==> config.mk <==
export PLATFORM = sky130hd
export DESIGN_NAME = fir_mac
export DESIGN_NICKNAME = d
export VERILOG_FILES = /design/src/sv/assert_macros.svh /design/src/sv/fir_pkg.sv /design/src/sv/fir_mac.sv
export SDC_FILE = /design/constraint.sdc
export NUM_CORES = 2
export LEC_CHECK = 0
export BUFFER_PORTS_ARGS = -buffer_cell sky130_fd_sc_hd__buf_2
export CAP_MARGIN = 20
export CORE_AREA = 2 2 354 356
export DETAILED_ROUTE_END_ITERATION = 10
export DIE_AREA = 0 0 356 358
export MAX_ROUTING_LAYER = met4
export PLACE_DENSITY_LB_ADDON = 0.25
export SKIP_CTS_REPAIR_TIMING = 1
export SYNTH_ARGS = -nofsm -noshare
export SYNTH_HDL_FRONTEND = slang
export SYNTH_SLANG_ARGS = --single-unit
==> constraint.sdc <==
create_clock -name clk -period 8.1 [get_ports clk]
set_input_delay 1.62 -clock clk [delete_from_list [all_inputs] [get_ports clk]]
set_output_delay 1.62 -clock clk [all_outputs]
set_load 0.02 [all_outputs]
==> src/sv/assert_macros.svh <==
// ----------------------------------------------------------------------------
// Assertion macros
// Clocked concurrent checks shared by the RTL, reset-qualified.
// ----------------------------------------------------------------------------
`ifndef ASSERT_MACROS_SVH
`define ASSERT_MACROS_SVH

// property must hold at every clock edge outside reset
`define ASSERT_CLK(name, prop, msg) \
	name: assert property (@(posedge clk) disable iff (!arst_n) (prop)) else $error(msg);

// expression must never be true outside reset
`define ASSERT_NEVER(name, expr, msg) \
	name: assert property (@(posedge clk) disable iff (!arst_n) !(expr)) else $error(msg);

`endif

==> src/sv/fir_pkg.sv <==
// ----------------------------------------------------------------------------
// fir_pkg
// Shared widths, codes and control types of the FIR filter.
// ----------------------------------------------------------------------------
`timescale 1ns / 1ps
`default_nettype none

package fir_pkg;

	localparam int MAX_TAPS_DEF = 2048;
	localparam int SAMP_W       = 24;
	localparam int COEF_W       = 24;
	localparam int TAPCNT_W     = 12;
	localparam int CIDX_W       = 11;
	localparam int PROD_W       = SAMP_W + COEF_W;
	localparam int FRAC_W       = 23;
	localparam int IN_DATA_W    = 64;
	localparam int OUT_DATA_W   = 48;

	localparam logic MODE_SAMPLE = 1'b0;
	localparam logic MODE_COEF   = 1'b1;

	typedef struct packed {
		logic clear;
		logic vld;
		logic last;
	} mac_ctrl_t;

endpackage

`default_nettype wire

==> src/sv/fir_mac.sv <==
// ----------------------------------------------------------------------------
// fir_mac
// Multiply-accumulate pipeline with rounding and saturation of the sum.
// ----------------------------------------------------------------------------
`timescale 1ns / 1ps
`default_nettype none

module fir_mac #(
	parameter int ACC_W = 60
) (
	input  wire                                clk,
	input  wire                                arst_n,
	input  fir_pkg::mac_ctrl_t                 ctl,
	input  wire signed [fir_pkg::COEF_W-1:0]   coef,
	input  wire signed [fir_pkg::SAMP_W-1:0]   samp,
	output logic signed [fir_pkg::SAMP_W-1:0]  filt,
	output logic                               done
);
	import fir_pkg::*;

	localparam int ROUND_HALF = 1 << (FRAC_W - 1);
	localparam int SAT_HI     = (1 << (SAMP_W - 1)) - 1;
	localparam int SAT_LO     = -(1 << (SAMP_W - 1));

	logic signed [PROD_W-1:0] prod_s2;
	logic                     vld_s2;
	logic                     last_s2;
	logic                     last_s3;
	logic signed [ACC_W-1:0]  acc_q;
	logic signed [ACC_W:0]    rnd;
	logic signed [ACC_W:0]    shr;
	logic signed [SAMP_W-1:0] sat;

	always_comb begin
		rnd = (ACC_W + 1)'(acc_q) + (ACC_W + 1)'(ROUND_HALF);
		shr = rnd >>> FRAC_W;
		if (shr > SAT_HI) begin
			sat = SAMP_W'(SAT_HI);
		end else if (shr < SAT_LO) begin
			sat = SAMP_W'(SAT_LO);
		end else begin
			sat = shr[SAMP_W-1:0];
		end
	end

	always_ff @(posedge clk) begin
		prod_s2 <= coef * samp;
		if (last_s3) begin
			filt <= sat;
		end
	end

	always_ff @(posedge clk or negedge arst_n) begin
		if (!arst_n) begin
			vld_s2  <= 1'b0;
			last_s2 <= 1'b0;
			last_s3 <= 1'b0;
			done    <= 1'b0;
			acc_q   <= '0;
		end else begin
			vld_s2  <= ctl.vld;
			last_s2 <= ctl.last;
			last_s3 <= last_s2;
			done    <= last_s3;
			if (ctl.clear) begin
				acc_q <= '0;
			end else if (vld_s2) begin
				acc_q <= acc_q + ACC_W'(prod_s2);
			end
		end
	end

endmodule

`default_nettype wire

==> qor.yml <==
outcome: "complete, no violations"
tritoncts: "built"
fp.dieH_um: 358
relSlewSlack: 0.352
slew_viol_final: 0
layout-drive-gt1-share: 0.117
cts_buffers: 17
cap_violations: 0
first_pass_iters: 5
min_path_cells: 0
grt_overflow: 0
grt_pass1_wl_um: 132000
post-route-drc-count: 0
end_kind: "flop"
arrival_ns: 8.17
routed_wl_um: 80200
yosys.area.top_type: "fa_1"
fin_skew_ns: 0.00906
root_buffer: "clkbuf_16"
ioPinCount: 78
netlist_area_um2: 29500
dp_hpwl_um: 70200
ys_ff_latch: 136
pre_cts_ws_ns: -0.579
clkTransAtPathRegs_ns: 0.06
async_flop_share: 0.471
clkLatencyLatePin_ns: 0.45
vias_per_cell: 4.28
grt_max_degree: 62
start_util: 0.239
seqCellArea_um2: 3280
die_w_um: 356
synthDominantCellAreaShare: 0.413
wire_per_inst_um: 15.9
synth_seq_area_share: 0.111
synth_commonest_cells: "inv_1, fa_1, nand2_1"
multi_input_area_um2: 23500
gp_congestion: 0.854
core_um2: 123000
worst-path-max-fanout: 12
drtAntennaViolNets: 0
syn_nets: 4069
antenna_found_initial: 2
rows: 129
fill_cells: 13300
postSynthAreaPerCell_um2: 9.18
finalNetCount: 4263
reg2reg_depth: 9
area_growth_pct: 15.8
worstSetupStartpointType: "input port"
drt_iter0_markers: 914
grt_pass1_vias: 23500
synth_cell_type_count: 73
hp-class: "flop to flop"
yosysMostFrequentCell: "inv_1"
htreeDepth: 4
cts_buffer_depth: 2
finalSetupViolations: 0
num_vias: 21700
tightest_slew_ns: 0.960
dieArea_um2: 127000
synthCells: 3214
port_buffers: 77
crit_type: "input port to flop"
grt_setup_unrepaired: "no"
synth_warnings: 0
setup_ws_ns: 0.262
synth.area.top_cells: "fa_1, ha_1, inv_1, and2_1, dfrtp_1"
ys.flop_type: "dfrtp_1"
track_usage: 0.134
synth_edf_count: 24
max_freq_mhz: 128
clock_sinks: 136
period_needed_ns: 7.84
required_ns: 8.43
period_share: 0.968
hold_viol_final: 0
-- cell type report --
cell class | instances | share of cell area
inverters | 617 | 0.0678
diodes | 1 | 0.0000732
clock buffers | 21 | 0.0139
flip-flops and latches | 136 | 0.0961
repair buffers | 323 | 0.0718
multi-input cells | 2313 | 0.687
well taps | 1637 | 0.0600
clock inverters | 11 | 0.00344
-- routing by layer --
metal / GRT usage / wire length [µm] / up-vias
met5: - / 0 / -
met1: 0.190 / 41100 / 11000
li1: - / - / 10300
met3: 0.00860 / 1730 / 59
met4: 0.0233 / 1040 / 0
met2: 0.212 / 36300 / 302
-- critical path, stage by stage --
cell and delay [ns]:
buf_2 0.13, buf_4 0.19, and2_1 0.18, fa_1 0.47, inv_1 0.05, fa_1 0.53, inv_1 0.05, fa_1 0.52
fa_1 0.45, fa_1 0.55, fa_1 0.56, inv_1 0.06, fa_1 0.53, inv_1 0.04, ha_1 0.30, a211oi_1 0.29
o21ai_0 0.19, a21boi_1 0.19, buf_4 0.14, o2111ai_1 0.14, o21ai_2 0.23, a21oi_1 0.13, o21a_1 0.22, nor3_1 0.14
o21ai_0 0.12, xor2_1 0.15
-- worst paths after layout --
check / startpoint / end / slack, ns
hold reg to reg: last_s2$_DFF_PN0_ / last_s3$_DFF_PN0_ / 0.35
min in group asynchronous: arst_n / vld_s2$_DFF_PN0_ / 0.97
hold / removal: last_s2$_DFF_PN0_ / last_s3$_DFF_PN0_ / 0.35
setup / recovery: coef[8] / prod_s2[45]$_DFF_P_ / 0.26
setup reg to reg: acc_q[22]$_DFFE_PN0P_ / filt[1]$_SDFFCE_PN1P_ / 4.28
max in group asynchronous: arst_n / acc_q[16]$_DFFE_PN0P_ / 6.04
-- cell usage in the layout, fill, tap and decap left out, drive strengths merged, types with 22 or more instances in the layout --
cell type	count
dfrtp	64
nand3	34
and2	273
a21oi	114
ha	194
nor2	110
edfxtp	24
fa	608
nand4	27
nor2b	30
buf	319
nand2	379
clkbuf	25
mux2i	36
dfxtp	48
xor2	49
a21o	46
o21ai	104
inv	620
xnor2	81
and3	22
-- stage by stage --
stage          setup TNS [ns]  std cells  hold slack, ns  cell area (µm²)  utilization
2_1_floorplan               0       3214           0.331            29500            -
3_3_place_gp            -5.13       5025           0.340            33300        0.270
3_5_place_dp            -5.17       5025           0.346            33300        0.270
4_1_cts                -0.251       5057           0.354            33900        0.275
5_1_grt                     0       5059           0.368            34200        0.277
6_report                    0       5059           0.351            34200        0.277
-- cell families (layout without fill, tap and decap cells) --
group	count (synthesis)	count (layout)	synth area share
AOI/OAI and AO/OA	390	390	0.0833
and+or+nand+nor	952	952	0.160
DFF	136	136	0.111
other	0	1	0
adders and majority gates	802	802	0.495
xor gates and xnor gates	130	130	0.0386
buffers and inverters	765	972	0.0982
muxes	39	39	0.0134
-- flip-flops by register name (all words and copies together) (netlist names) --
signal	cells
vld_s2	1
filt	24
prod_s2	48
acc_q	60
done	1
last_s2	1
last_s3	1
Power is not shown: default switching activity piles up to over one toggle a cycle in this logic, so the estimate is an artifact.
